===== src/rtl/core/address_range_map_allocator_defines.svh =====
// Assertion macros for the address range map allocator.
// Used by the top level; expects clk_i and rst_ni in scope.
`ifndef ADDRESS_RANGE_MAP_ALLOCATOR_DEFINES_SVH
`define ADDRESS_RANGE_MAP_ALLOCATOR_DEFINES_SVH

// plain property, checked outside reset
`define ARMA_ASSERT(lbl, prop, msg) \
  lbl: assert property (@(posedge clk_i) disable iff (!rst_ni) prop) else $error(msg);

// antecedent in one cycle, consequent in the next
`define ARMA_ASSERT_NEXT(lbl, ante, cons, msg) \
  lbl: assert property (@(posedge clk_i) disable iff (!rst_ni) (ante) |=> (cons)) else $error(msg);

`endif


===== src/rtl/core/arma_pkg.sv =====
// Shared types and constants for the address range map allocator.
// No dependencies.
`default_nettype none

package arma_pkg;

  localparam int unsigned ARMA_ENTRIES = 64;

  typedef struct packed {
    logic [63:0] start;
    logic [63:0] len;
    logic [2:0]  kind;
  } entry_t;

  localparam entry_t ENTRY_RST = '{start: '0, len: '1, kind: '0};

  typedef enum logic [2:0] {
    C_NOP,
    C_ROT,
    C_WR,
    C_INS,
    C_REM
  } cell_op_e;

  typedef struct packed {
    cell_op_e op;
    entry_t   wdata;
  } cell_ctl_t;

  typedef enum logic [2:0] {
    ST_OK      = 3'd0,
    ST_OVERLAP = 3'd1,
    ST_FULL    = 3'd2,
    ST_NOFIT   = 3'd3,
    ST_FRAG    = 3'd4
  } status_e;

  typedef enum logic [4:0] {
    S_IDLE,
    S_FSTART,
    S_FSCAN,
    S_FDEC1,
    S_FDEC2,
    S_FDEC3,
    S_FMRG,
    S_FREM,
    S_ASCAN,
    S_A1,
    S_A2,
    S_ADIV0,
    S_ADIV,
    S_AALN,
    S_AFIT1,
    S_AFIT2,
    S_AFIT3,
    S_AEND,
    S_DONE
  } state_e;

endpackage

`default_nettype wire


===== src/rtl/core/arma_rem.sv =====
// Bit-serial remainder unit: 64-bit dividend modulo 32-bit divisor.
// Depends on arma_pkg only for house style; one quotient bit per cycle.
`default_nettype none

module arma_rem import arma_pkg::*; (
  input  wire logic        clk_i,
  input  wire logic        rst_ni,
  input  wire logic        start_i,
  input  wire logic [63:0] dividend_i,
  input  wire logic [31:0] divisor_i,
  output logic             done_o,
  output logic [31:0]      rem_o
);

  logic [63:0] quo_q;
  logic [31:0] rem_q;
  logic [6:0]  cnt_q;
  logic        busy_q, done_q;
  logic [32:0] trial;
  logic [32:0] diff;

  assign trial = {rem_q, quo_q[63]};
  assign diff  = trial - {1'b0, divisor_i};

  always_ff @(posedge clk_i or negedge rst_ni) begin
    if (!rst_ni) begin
      busy_q <= 1'b0;
      done_q <= 1'b0;
      cnt_q  <= '0;
    end else begin
      done_q <= 1'b0;
      if (start_i) begin
        busy_q <= 1'b1;
        cnt_q  <= 7'd64;
      end else if (busy_q) begin
        cnt_q <= cnt_q - 7'd1;
        if (cnt_q == 7'd1) begin
          busy_q <= 1'b0;
          done_q <= 1'b1;
        end
      end
    end
  end

  always_ff @(posedge clk_i) begin
    if (start_i) begin
      quo_q <= dividend_i;
      rem_q <= '0;
    end else if (busy_q) begin
      quo_q <= {quo_q[62:0], 1'b0};
      if (!diff[32]) rem_q <= diff[31:0];
      else rem_q <= trial[31:0];
    end
  end

  assign done_o = done_q;
  assign rem_o  = rem_q;

endmodule

`default_nettype wire

===== config.mk =====
export PLATFORM = sky130hd
export DESIGN_NAME = arma_rem
export DESIGN_NICKNAME = d
export VERILOG_FILES = /design/src/rtl/core/address_range_map_allocator_defines.svh /design/src/rtl/core/arma_pkg.sv /design/src/rtl/core/arma_rem.sv
export SDC_FILE = /design/constraint.sdc
export NUM_CORES = 1
export LEC_CHECK = 0
export ABC_AREA = 1
export ABC_CLOCK_PERIOD_IN_PS = 2800
export BUFFER_PORTS_ARGS = -buffer_cell sky130_fd_sc_hd__buf_2
export CORE_MARGIN = 3
export CORE_UTILIZATION = 47
export CTS_BUF_LIST = sky130_fd_sc_hd__clkbuf_2 sky130_fd_sc_hd__clkbuf_4 sky130_fd_sc_hd__clkbuf_8
export CTS_CLUSTER_DIAMETER = 40
export CTS_CLUSTER_SIZE = 40
export DETAILED_ROUTE_END_ITERATION = 8
export PLACE_DENSITY = 0.81
export SYNTH_ARGS = -nofsm -noshare
export SYNTH_HDL_FRONTEND = slang
export SYNTH_SLANG_ARGS = --single-unit

===== constraint.sdc =====
create_clock -name clk_i -period 2.8 [get_ports clk_i]
set_clock_uncertainty 0.05 [all_clocks]
set_input_delay 0.56 -clock clk_i [delete_from_list [all_inputs] [get_ports clk_i]]
set_output_delay 0.56 -clock clk_i [all_outputs]
set_load 0.02 [all_outputs]

==> summary.txt <==
Route
  • Average via count per standard cell: roughly 4.7
  • Via count: 7014
  • Max Used Layer: met4
  • Wire length on met2: 8636 um
  • Routed Antenna Nets: 0
  • Pre-Repair DR Iteration Count: 5
  • WL final: roughly 18000 um
  • Routed len/inst: 12.42 um
  • Wl on met1: 8346 um
  • WL met3: 1106 um
  • Residual DRC count: 0
  • First DRT Iteration DRCs: 446

Synthesis
  • Synth Register Bits: 105
  • Syn. warnings: 0
  • Syn Std Cell Area: 0.007352 mm^2
  • Syn_area_per_cell: 6.495 um^2
  • Post-synth top area share: 0.2828
  • Number of synthesized flops with an enable pin: 64
  • Yosys top cell by area: nand2_1
  • Synth Net Count: around 1300
  • Distinct cell type count after synthesis: 37
  • Post-synth top flop: edfxtp_1
  • Top cells by area, synth: nand2_1 (28%), edfxtp_1 (26%), inv_1 (10%), dfxtp_1 (8.7%), ha_1 (5.8%)
  • Mapped Cells: 1132
  • Post-synth ARST share: 0.08571
  • Fraction of the yosys area taken by sequential cells: 0.3792

Power and ir drop
  • P_sw: 2.807 mW
  • Register share of total power: 0.336
  • Total power: between 6 and 7 mW
  • Combinational Power Share: 0.491
  • Clk pwr share: 0.173
  • Cell internal pwr: approximately 3.5 mW
  • IR drop worst, VDD: 434.4 uV
  • Switch share: 0.4439
  • PD cells: 739.6 mW/mm^2
  • LEAKAGE: 5.038 nW

CTS
  • Clock Pin Slew Worst Setup and Hold Paths: between 0.1 and 0.15 ns
  • CTS root buf: clkbuf_8
  • # clock sinks: between 100 and 150
  • Post-CTS Resized: 0
  • CTS Buf Count: 9
  • Postcts setup bufs: 0
  • CTS tree: done
  • CTS H-tree depth: 3
  • CTS Buffer Depth: 2
  • Clk_lat worst skew: 0.40 ns

Worst setup path
  • Req. time, crit path: 3.05 ns
  • Crit-path most repeated cell: nand2_1
  • Max Fanout on Critical Path: 17
  • Worst EP arrival: 2.74 ns
  • CP Launch Type: register
  • Slowest cell on crit path: fa_1
  • Worst path max stage delay: 0.43 ns
  • Worst setup EP type: register
  • Critical path startpoint: quo_q[63]$_DFFE_PP_
  • Worst Setup EP: rem_o[16]$_SDFFE_PP0P_
  • Worst R2R Path Depth: 18
  • CP cell instances: inv_1 > ha_1 > fa_1 > inv_2 > nand2_1 > nand2_1 > nand3_1 > nand2_1 > nand2_1 > nand2_2 > nand2_4 > nand2_4 > nand2_2 > nand2_4 > buf_12 > nand2_1 > nand3_1 > nand2_1
  • RR Startpoint: quo_q[63]$_DFFE_PP_
  • R2R setup slack: 0.30 ns
  • Setup CP Type: register to register
  • Reg-to-Reg End: rem_o[16]$_SDFFE_PP0P_

STA
  • Tmin final: 2.497 ns
  • Final setup fails: 0
  • Unrepaired setup endpoints after global routing: no
  • Setup_tns: 0 ns
  • Maximum clock frequency: between 400 and 500 MHz
  • Max Slew Vio Count: 0
  • Tcrit/Tclk final: 0.8920
  • Slew HR: 0.5692
  • Hold Violations, Final: 0
  • Worst slew pin tran: around 0.65 ns

Placed design
  • IO buf count: 131
  • Placer Congestion: 0.9577
  • DP HPWL: 14120 um

Finish
  • Most common cell after layout, fill and taps aside: nand2_1
  • Most frequent cells in the layout: nand2_1 (554), inv_1 (198), buf_2 (131)
  • Share of cells above drive strength 1: 0.1458
  • Nets: 1398
  • Antenna cells: 0
  • Fillcell total: 1494
  • Area grow syn2layout: 16.30%

GRT
  • First-pass GRT wire length: 29870 um
  • GRT Util Overall: 0.2166
  • Total gr overflow: 0
  • Vias in the first global route: 6513
  • Initial antenna violation count: 0
  • Largest net degree at the start of global routing: 70

Floorplanning
  • Starting Density: 0.4818
  • Top-level I/O count: 132
  • Core Rows: 45
  • Die H: 131.1 um
  • Die Wd: 131.1 um
  • CORE AREA: between 0.015 and 0.02 mm^2
  • Die area: 0.01718 mm^2

Worst hold path
  • Hold WC Path Type: primary input to register
  • Hold Path Cell Cnt: 3

Run
  • Max-Cap Viols: 0

Status
  • Status: complete, no violations
==> Yosys cell counts (2+ instances only) <==
cell type / count
a21o_1: 2
o21bai_1: 3
and2_1: 6
inv_1: 199
xor2_1: 3
buf_1: 3
clkinv_1: 4
nor3_1: 6
nor2_2: 3
edfxtp_1: 64
dfrtp_1: 9
o21ai_1: 5
nand3_1: 62
nor2_1: 47
o21ai_0: 5
nor4_1: 2
nand4_1: 10
nand3_2: 2
nand2_4: 5
ha_1: 34
nand2_1: 554
a21oi_1: 22
buf_6: 4
inv_2: 5
nand3b_1: 2
nand2_2: 2
xnor2_1: 12
clkbuf_1: 17
dfxtp_1: 32
==> kinds of logic (layout without fill, tap and decap cells) <==
logic type      count (synthesis)  count (layout)  synth area share
simple gates                  704             704            0.3892
buf+inv                       234             371            0.1242
flops                         105             105            0.3792
compound gates                 39              39           0.02893
fa+ha+maj                      35              35           0.06059
xor+xnor                       15              15           0.01787
==> worst min-delay path by stage <==
stage / start / to / slack [ns]
after floorplan: rst_ni / busy_q$_DFF_PN0_ / 0.21
after global placement: rst_ni / cnt_q[6]$_DFFE_PN0P_ / 0.37
after detailed placement: rst_ni / cnt_q[6]$_DFFE_PN0P_ / 0.37
after CTS: dividend_i[31] / quo_q[31]$_DFFE_PP_ / 0.35
after global routing: dividend_i[35] / quo_q[35]$_DFFE_PP_ / 0.36
final: dividend_i[0] / quo_q[0]$_SDFFCE_PN0P_ / 0.37
==> flip-flops by register name (all words and copies together) (netlist names) <==
register	flops
busy_q	1
cnt_q	7
done_o	1
quo_q	64
rem_o	32
==> layout make-up <==
cell class	count	area [um^2]	area share
Multi-Input combinational cell	793	3656	0.4276
Sequential cell	105	2788	0.3260
Timing Repair Buffer	147	840.8	0.09833
Inverter	208	780.7	0.09131
Tap cell	211	264.0	0.03088
Clock buffer	9	123.9	0.01449
Clock inverter	7	97.59	0.01141
==> layer usage <==
metal | vias to the layer above | global-route usage
met4 | 0 | 0.05203
met3 | 23 | 0.04214
met5 | - | 0
li1 | 3687 | -
met1 | 3107 | 0.2858
met2 | 197 | 0.3680
==> power by group through the flow <==
stage / combinational, mW / clock (mW) / sequential, mW
after floorplan: 2.06 / 0 / 2.28
after CTS: 3.10 / 1.12 / 2.12
final: 3.11 / 1.09 / 2.12
after detailed placement: 3.09 / 0 / 2.15
after global placement: 3.04 / 0 / 2.15
after global routing: 3.54 / 1.16 / 2.16
==> worst max-delay path, delay by kind of cell, from the launching register on <==
| kind | cells | cell delay, ns |
|---|---|---|
| and+or+nand+nor | 13 | 0.99 |
| DFF | 1 | 0.39 |
| adders and majority gates | 2 | 0.64 |
| buffers and inverters | 3 | 0.34 |
==> timing repair <==
item,in CTS,in global routing
hold buffers,1,0
setup endpoints to repair,0,0
hold endpoints to repair,9,0
==> stage by stage <==
stage                     utilization  cell area, um^2  hold slack (ns)  setup WS [ns]  instances
final                          0.5604             8551           0.3685         0.3025       1480
after global placement         0.5452             8319           0.3660         0.1566       1463
after floorplan                     -             7352           0.2144         0.2073       1132
after global routing           0.5604             8551           0.3574         0.1322       1480
after CTS                      0.5604             8551           0.3488         0.3090       1480
after detailed placement       0.5452             8319           0.3699        0.08513       1463
No activity file was read; power rests on OpenSTA's default activity.
