[config.mk]
export PLATFORM = sky130hd
export DESIGN_NAME = arma_cell
export DESIGN_NICKNAME = d
export VERILOG_FILES = /design/src/rtl/core/address_range_map_allocator_defines.svh /design/src/rtl/core/arma_pkg.sv /design/src/rtl/core/arma_cell.sv
export SDC_FILE = /design/constraint.sdc
export NUM_CORES = 1
export LEC_CHECK = 0
export BUFFER_PORTS_ARGS = -buffer_cell sky130_fd_sc_hd__buf_2
export CAP_MARGIN = 10
export CELL_PAD_IN_SITES_DETAIL_PLACEMENT = 0
export CELL_PAD_IN_SITES_GLOBAL_PLACEMENT = 1
export CORE_AREA = 2 2 211 213
export DETAILED_ROUTE_END_ITERATION = 8
export DIE_AREA = 0 0 213 215
export GPL_ROUTABILITY_DRIVEN = 0
export GPL_TIMING_DRIVEN = 0
export PLACE_DENSITY = 0.62
export SLEW_MARGIN = 10
export SYNTH_ARGS = -nofsm -noshare
export SYNTH_HDL_FRONTEND = slang
export SYNTH_SLANG_ARGS = --single-unit
[constraint.sdc]
create_clock -name clk_i -period 0.91 [get_ports clk_i]
set_clock_uncertainty 0.1 [all_clocks]
set_input_delay 0.091 -clock clk_i [delete_from_list [all_inputs] [get_ports clk_i]]
set_output_delay 0.091 -clock clk_i [all_outputs]
set_load 0.03 [all_outputs]
[src/rtl/core/address_range_map_allocator_defines.svh]
// Assertion macros for the address range map allocator.
// Used by the top level; expects clk_i and rst_ni in scope.
`ifndef ADDRESS_RANGE_MAP_ALLOCATOR_DEFINES_SVH
`define ADDRESS_RANGE_MAP_ALLOCATOR_DEFINES_SVH

// plain property, checked outside reset
`define ARMA_ASSERT(lbl, prop, msg) \
  lbl: assert property (@(posedge clk_i) disable iff (!rst_ni) prop) else $error(msg);

// antecedent in one cycle, consequent in the next
`define ARMA_ASSERT_NEXT(lbl, ante, cons, msg) \
  lbl: assert property (@(posedge clk_i) disable iff (!rst_ni) (ante) |=> (cons)) else $error(msg);

`endif

[src/rtl/core/arma_pkg.sv]
// Shared types and constants for the address range map allocator.
// No dependencies.
`default_nettype none

package arma_pkg;

  localparam int unsigned ARMA_ENTRIES = 64;

  typedef struct packed {
    logic [63:0] start;
    logic [63:0] len;
    logic [2:0]  kind;
  } entry_t;

  localparam entry_t ENTRY_RST = '{start: '0, len: '1, kind: '0};

  typedef enum logic [2:0] {
    C_NOP,
    C_ROT,
    C_WR,
    C_INS,
    C_REM
  } cell_op_e;

  typedef struct packed {
    cell_op_e op;
    entry_t   wdata;
  } cell_ctl_t;

  typedef enum logic [2:0] {
    ST_OK      = 3'd0,
    ST_OVERLAP = 3'd1,
    ST_FULL    = 3'd2,
    ST_NOFIT   = 3'd3,
    ST_FRAG    = 3'd4
  } status_e;

  typedef enum logic [4:0] {
    S_IDLE,
    S_FSTART,
    S_FSCAN,
    S_FDEC1,
    S_FDEC2,
    S_FDEC3,
    S_FMRG,
    S_FREM,
    S_ASCAN,
    S_A1,
    S_A2,
    S_ADIV0,
    S_ADIV,
    S_AALN,
    S_AFIT1,
    S_AFIT2,
    S_AFIT3,
    S_AEND,
    S_DONE
  } state_e;

endpackage

`default_nettype wire

[src/rtl/core/arma_cell.sv]
// One table entry of the allocator's cell row.
// Depends on arma_pkg; rotates, shifts and writes with its neighbours.
`default_nettype none

module arma_cell import arma_pkg::*; #(
  parameter int unsigned ENTRIES = ARMA_ENTRIES,
  parameter int unsigned IDX     = 0
) (
  input  wire logic                         clk_i,
  input  wire logic                         rst_ni,
  input  wire cell_ctl_t                    ctl_i,
  input  wire logic [$clog2(ENTRIES)-1:0]   idx_i,
  input  wire entry_t                       left_i,
  input  wire entry_t                       right_i,
  output entry_t                            q_o
);

  localparam int unsigned IW = $clog2(ENTRIES);
  localparam logic [IW-1:0] MY_IDX = IW'(IDX);

  entry_t ent_q, ent_d;

  always_comb begin
    ent_d = ent_q;
    unique case (ctl_i.op)
      C_ROT: ent_d = right_i;
      C_WR: begin
        if (MY_IDX == idx_i) ent_d = ctl_i.wdata;
      end
      C_INS: begin
        if (MY_IDX > idx_i) ent_d = left_i;
        else if (MY_IDX == idx_i) ent_d = ctl_i.wdata;
      end
      C_REM: begin
        if (MY_IDX >= idx_i) ent_d = right_i;
      end
      default: ent_d = ent_q;
    endcase
  end

  always_ff @(posedge clk_i or negedge rst_ni) begin
    if (!rst_ni) ent_q <= ENTRY_RST;
    else ent_q <= ent_d;
  end

  assign q_o = ent_q;

endmodule

`default_nettype wire

==> impl_metrics.ini, run 1 <==
[run_status]
run_status = finished with violations
violations = negative hold slack, negative setup slack

[worst_setup_path]
cp_cell_sequence = buf_6 > nor4_4 > buf_6 > buf_6 > a31oi_4 > o21ba_4 > clkbuf_16 > clkbuf_16 > a221o_1
critPathBufInv = 5
slowest_delay_ns = 0.32
cp_common_cell = buf_6
cp_top_family = buffers and inverters
critPathKind = in -> reg
path_max_fanout = 7
worst-endpoint-required_ns = 1.17
slowest_stage = a221o_1
critPathLaunchType = primary input
end_kind = flip-flop
worstPathArrival_ns = 1.79

[layout]
area_growth_pct = 112
fin_area_mm2 = 0.0150
largest_reg_flops = 131
fin_nets = 1923
drive_gt1_share_pct = 41.6

[synthesis]
yosys.area.top_type = dfstp_2
synthMuxAreaShare_pct = 0
netlist_area_mm2 = 0.00710
synth_cell_types = 16
synth_compound_gate_area_share_pct = 27.9
syn_inst = 765
synth_seq_cells = 131
synthTopCellsByArea = dfstp_2 (24%), dfrtp_1 (24%), a221o_1 (18%), nand4_1 (12%), a21oi_1 (9.2%)
synthAdderAreaFrac_pct = 0
synth_top_family_by_area = compound AO/OA/AOI/OAI gates
netlist_top_cells_count = a21oi_1 (131), a221o_1 (131), nand2_1 (131), nand4_1 (131), clkbuf_1 (92)
synth_edf_count = 0
yosys.area.top_type_share_pct = 23.7
ys.flop_type = dfrtp_1
syn_area_per_cell_um2 = 9.28
synth_fp_nets = 1169
synth_xor_area_share_pct = 0
ys_warn_count = 0
synth-async-reset-ratio_pct = 100
ys_seq_area_share_pct = 47.3
yosys.area_share.simple_pct = 19.1

[clocking]
clk_path_buf_depth = 2
cts.sinks = 131
cts.htree.levels = 4
hold_buffers = 261
clock_latency_ns = 0.47
cts_tree = built
cts-root-buf = clkbuf_16
cts_buffers = 17
path_clk_slew_ns = 0.06

[floorplan]
initial_core_util_pct = 16.3
die_w_um = 213
rows = 77
die_area_mm2 = 0.0458
die_h_um = 215
core_area_mm2 = 0.0436
io_pins = 535

[detailed_routing]
wl_met3_mm = 2.83
drtIter0Drc = 743
top_layer_used = met4
wire_per_inst_um = 19.2
final_antenna_net_count = 0
wl_met1_mm = 17.3
vias_per_cell = 4.65
wirelength_mm = 40.8
dr.pass1.iters = 7
drc = 0
vias = 9894
wl_met2_mm = 19.4

[power]
power.density_mw_per_mm2 = 1660
vdd_drop_max_uv = 986
power.leakage_nw = 6.49

[sta]
tightest_slew_ns = 0.549
setup_violations = 262
min_period_over_period_pct = 169
grt_setup_unrepaired = true
tns_ns = -119.17
slew_viol_final = 0
hold_viol_final = 83
period_minus_slack_ns = 1.54
slew_headroom_pct = 63.4
max_freq_ghz = 0.651
layout_setup_ws_ns = -0.627
whs_ns = -0.528

[global_route]
track_usage_pct = 17.5
overflow = 0
antenna_found_initial = 3
grt_pass1_vias = 10200
grt_max_degree = 75
grt_pass1_wl_mm = 60.4

[placement]
port_buffers = 401
dp_slack_ns = -2.20
place_area_mm2 = 0.00993
place_hpwl_mm = 26.8

[flow_run]
maxCapViolations = 0

[hold_path]
hold_class = in -> async
report_power, final:
part | leakage, nW | total (W) | internal (W) | switching [W]
clock | 0.309 | 0.00779 | 0.00495 | 0.00284
combinational | 4.68 | 0.00910 | 0.00464 | 0.00446
sequential | 1.51 | 0.00803 | 0.00719 | 0.000841
total | 6.49 | 0.0249 | 0.0168 | 0.00814
area by class of cell:
class	count	area, µm²
timing repair buffer	737	6250
buffer	101	671
multi-input combinational	531	3370
clock inverter	4	120
tap	592	741
sequential	131	3360
antenna	3	7.51
clock buffer	28	517
fill	4403	28600
path summary, 6_finish.rpt:
path | from | endpoint | slack [ns] | depth (start not counted)
max in group asynchronous | rst_ni | q_o[40] | 0.46 | 2
min | rst_ni | q_o[128] | -0.53 | 1
max | idx_i[1] | q_o[75] | -0.63 | 9
min reg2reg | q_o[111] | q_o[111] | 0.44 | 1
min in group clk_i | ctl_i[99] | q_o[99] | 0.06 | 4
max reg2reg | q_o[127] | q_o[127] | -0.28 | 3
cells by family after synthesis:
kind of cell / Yosys count
buf+inv: 103
simple gates: 267
compound gates: 264
flops: 131
what timing repair did:
| action | 4_1_cts | 5_1_grt |
|---|---|---|
| pin swaps | 3 | 6 |
| endpoints found under the hold margin | 214 | 67 |
| setup buffers | 38 | 24 |
| resized for setup | 341 | 50 |
| cloned | 7 | 5 |
| setup endpoints to repair | 262 | 262 |
worst reg2reg max path: stages (launching register included):
cell and delay (ns):
dfrtp_1 0.39, buf_4 0.14, buf_4 0.12, a221o_1 0.31
layout by cell type, fill, tap and decap left out:
cell | netlist | routed
buf_2 | 10 | 270
dlygate4sd3_1 | 0 | 261
buf_6 | 0 | 137
nand2_1 | 131 | 131
nand4_1 | 131 | 131
a21oi_1 | 131 | 131
a221o_1 | 131 | 131
dfrtp_1 | 67 | 67
dfstp_2 | 64 | 64
buf_4 | 0 | 60
clkbuf_2 | 0 | 42
clkbuf_1 | 92 | 41
clkbuf_16 | 0 | 27
buf_8 | 0 | 9
clkbuf_8 | 0 | 6
clkbuf_4 | 0 | 5
buf_12 | 0 | 5
bufinv_16 | 0 | 4
diode_2 | 0 | 3
buf_16 | 0 | 3
nor4_4 | 1 | 1
nor2_4 | 0 | 1
nor3b_1 | 1 | 1
and3_4 | 0 | 1
nor2b_1 | 1 | 1
a31oi_4 | 0 | 1
o21ba_4 | 0 | 1
stage by stage:
step / total power [W] / utilization [%] / cells
after floorplan: 0.0114 / - / 765
after global placement: 0.0139 / 22.7 / 1758
after detailed placement: 0.0140 / 22.8 / 1759
after CTS: 0.0248 / 33.6 / 2096
after global routing: 0.0259 / 34.4 / 2125
final: 0.0249 / 34.4 / 2127
per-layer routing:
metal,track usage [%],up-vias
met5,0,-
met1,21.3,4836
met2,28.3,427
met4,7.90,0
met3,5.25,87
li1,-,4544
Power figures use the tool's default switching activity.
==> inputs of run 2 (changes only) <==
--- a/config.mk
+++ b/config.mk
@@ -5,7 +5,7 @@
 export SDC_FILE = /design/constraint.sdc
 export NUM_CORES = 1
 export LEC_CHECK = 0
-export BUFFER_PORTS_ARGS = -buffer_cell sky130_fd_sc_hd__buf_2
+export BUFFER_PORTS_ARGS = -buffer_cell sky130_fd_sc_hd__buf_4
 export CAP_MARGIN = 10
 export CELL_PAD_IN_SITES_DETAIL_PLACEMENT = 0
 export CELL_PAD_IN_SITES_GLOBAL_PLACEMENT = 1
==> impl_metrics.ini, run 2 (same netlist as run 1, synthesis figures left out) <==
[layout]
layout_commonest_cell = buf_4
fin_nets = 1914
area_growth_pct = 117
drive_gt1_share_pct = 41.7
layout_common_cells = buf_4 (328), dlygate4sd3_1 (260), buf_6 (137)
fin_cells = 2118
fin_area_mm2 = 0.0154
largest_reg_flops = 131
fillers = 4411

[power]
seq_power_share_pct = 32.8
comb_power_share_pct = 38.3
vdd_drop_max_uv = 1220
clock_power_share_pct = 28.9
power.density_mw_per_mm2 = 1590
switching_share_pct = 33.6
p_switching_w = 0.00821
power.internal_w = 0.0162
power.leakage_nw = 6.59

[hold_path]
hold_class = in -> async

[sta]
min_period_over_period_pct = 163
layout_setup_ws_ns = -0.577
setup_violations = 262
slew_viol_final = 0
grt_setup_unrepaired = true
tns_ns = -114.50
max_freq_ghz = 0.672
slew_headroom_pct = 62.0
whs_ns = -0.530
tightest_slew_ns = 0.571
period_minus_slack_ns = 1.49
hold_viol_final = 84

[clocking]
clock_latency_ns = 0.47
clk_path_buf_depth = 2
cts.htree.levels = 4
cts-root-buf = clkbuf_16
path_clk_slew_ns = 0.06
cts_buffers = 17
cts.sinks = 131
hold_buffers = 260
cts_tree = built

[floorplan]
die_area_mm2 = 0.0458
initial_core_util_pct = 16.3
die_h_um = 215
die_w_um = 213
io_pins = 535
rows = 77
core_area_mm2 = 0.0436

[worst_setup_path]
worstPathArrival_ns = 1.74
critPathLaunchType = primary input
end_kind = flip-flop
critPathKind = in -> reg
worst-endpoint-required_ns = 1.16
path_max_fanout = 10

[global_route]
grt_pass1_wl_mm = 59.3
grt_max_degree = 74
track_usage_pct = 17.2
antenna_found_initial = 3
overflow = 0
grt_pass1_vias = 10000

[flow_run]
maxCapViolations = 0

[detailed_routing]
final_antenna_net_count = 0
vias = 9737
wire_per_inst_um = 19.0
dr.pass1.iters = 6
drtIter0Drc = 722
drc = 0
vias_per_cell = 4.60
wirelength_mm = 40.3

[placement]
place_area_mm2 = 0.0109
place_hpwl_mm = 27.2
port_buffers = 401
dpl.cell_count = 1759

[run_status]
violations = negative hold slack, negative setup slack
run_status = finished with violations
## run 2: worst paths after layout
path | cells after the start | slack, ns | to | from
worst min-delay path | 1 | -0.53 | q_o[128] | rst_ni
worst max-delay path | 9 | -0.58 | q_o[97] | idx_i[0]
worst min register to register | 1 | 0.44 | q_o[108] | q_o[108]
max in group asynchronous | 2 | 0.44 | q_o[46] | rst_ni
min in group clk_i | 4 | 0.02 | q_o[119] | ctl_i[119]
worst max register to register | 3 | -0.28 | q_o[113] | q_o[113]
## run 2: layout make-up
class	count	area, µm²	share of cell area [%]
tap	592	741	4.81
multi-input combinational	531	3370	21.9
clock buffer	23	468	3.04
antenna	3	7.51	0.0487
clock inverter	9	105	0.682
timing repair buffer	729	6750	43.8
sequential	131	3360	21.8
buffer	100	613	3.98
## run 2: through the flow
step | worst slack, ns | hold WS (ns) | total power [W] | util [%]
2_1_floorplan | -0.888 | -0.305 | 0.0114 | -
3_3_place_gp | -2.18 | 0.232 | 0.0149 | 25.0
3_5_place_dp | -2.20 | -0.00964 | 0.0149 | 25.1
4_1_cts | -0.543 | -0.551 | 0.0245 | 34.8
5_1_grt | -0.587 | -0.497 | 0.0255 | 35.3
6_report | -0.577 | -0.530 | 0.0244 | 35.3
## run 2: power by group through the flow
stage	combinational, W	sequential [W]	clock, W
finish	0.00935	0.00802	0.00706
global route	0.00983	0.00811	0.00758
CTS	0.00912	0.00800	0.00741
detailed placement	0.00702	0.00789	0
global placement	0.00698	0.00793	0
floorplan	0.00155	0.00983	0
## run 2: layer usage
metal / vias up / share of wire (%) / global-route usage (%)
li1: 4525 / - / -
met1: 4747 / 44 / 21.5
met2: 393 / 47 / 27.6
met3: 72 / 6.5 / 5.16
met4: 0 / 2.9 / 7.13
met5: - / 0 / 0
## run 2: critical path, stage by stage
cell and delay [ns]:
buf_6 0.10, nor4_4 0.24, buf_4 0.19, buf_6 0.11, a31oi_4 0.07, o21ba_4 0.25, clkbuf_16 0.20, buf_8 0.15
a221o_1 0.30
## run 2: what timing repair did
item	in CTS	in global routing
gates cloned	3	2
pin swaps	5	4
setup endpoints to repair	262	262
endpoints found under the hold margin	215	65
gates resized for setup	208	43
setup buffers	43	19
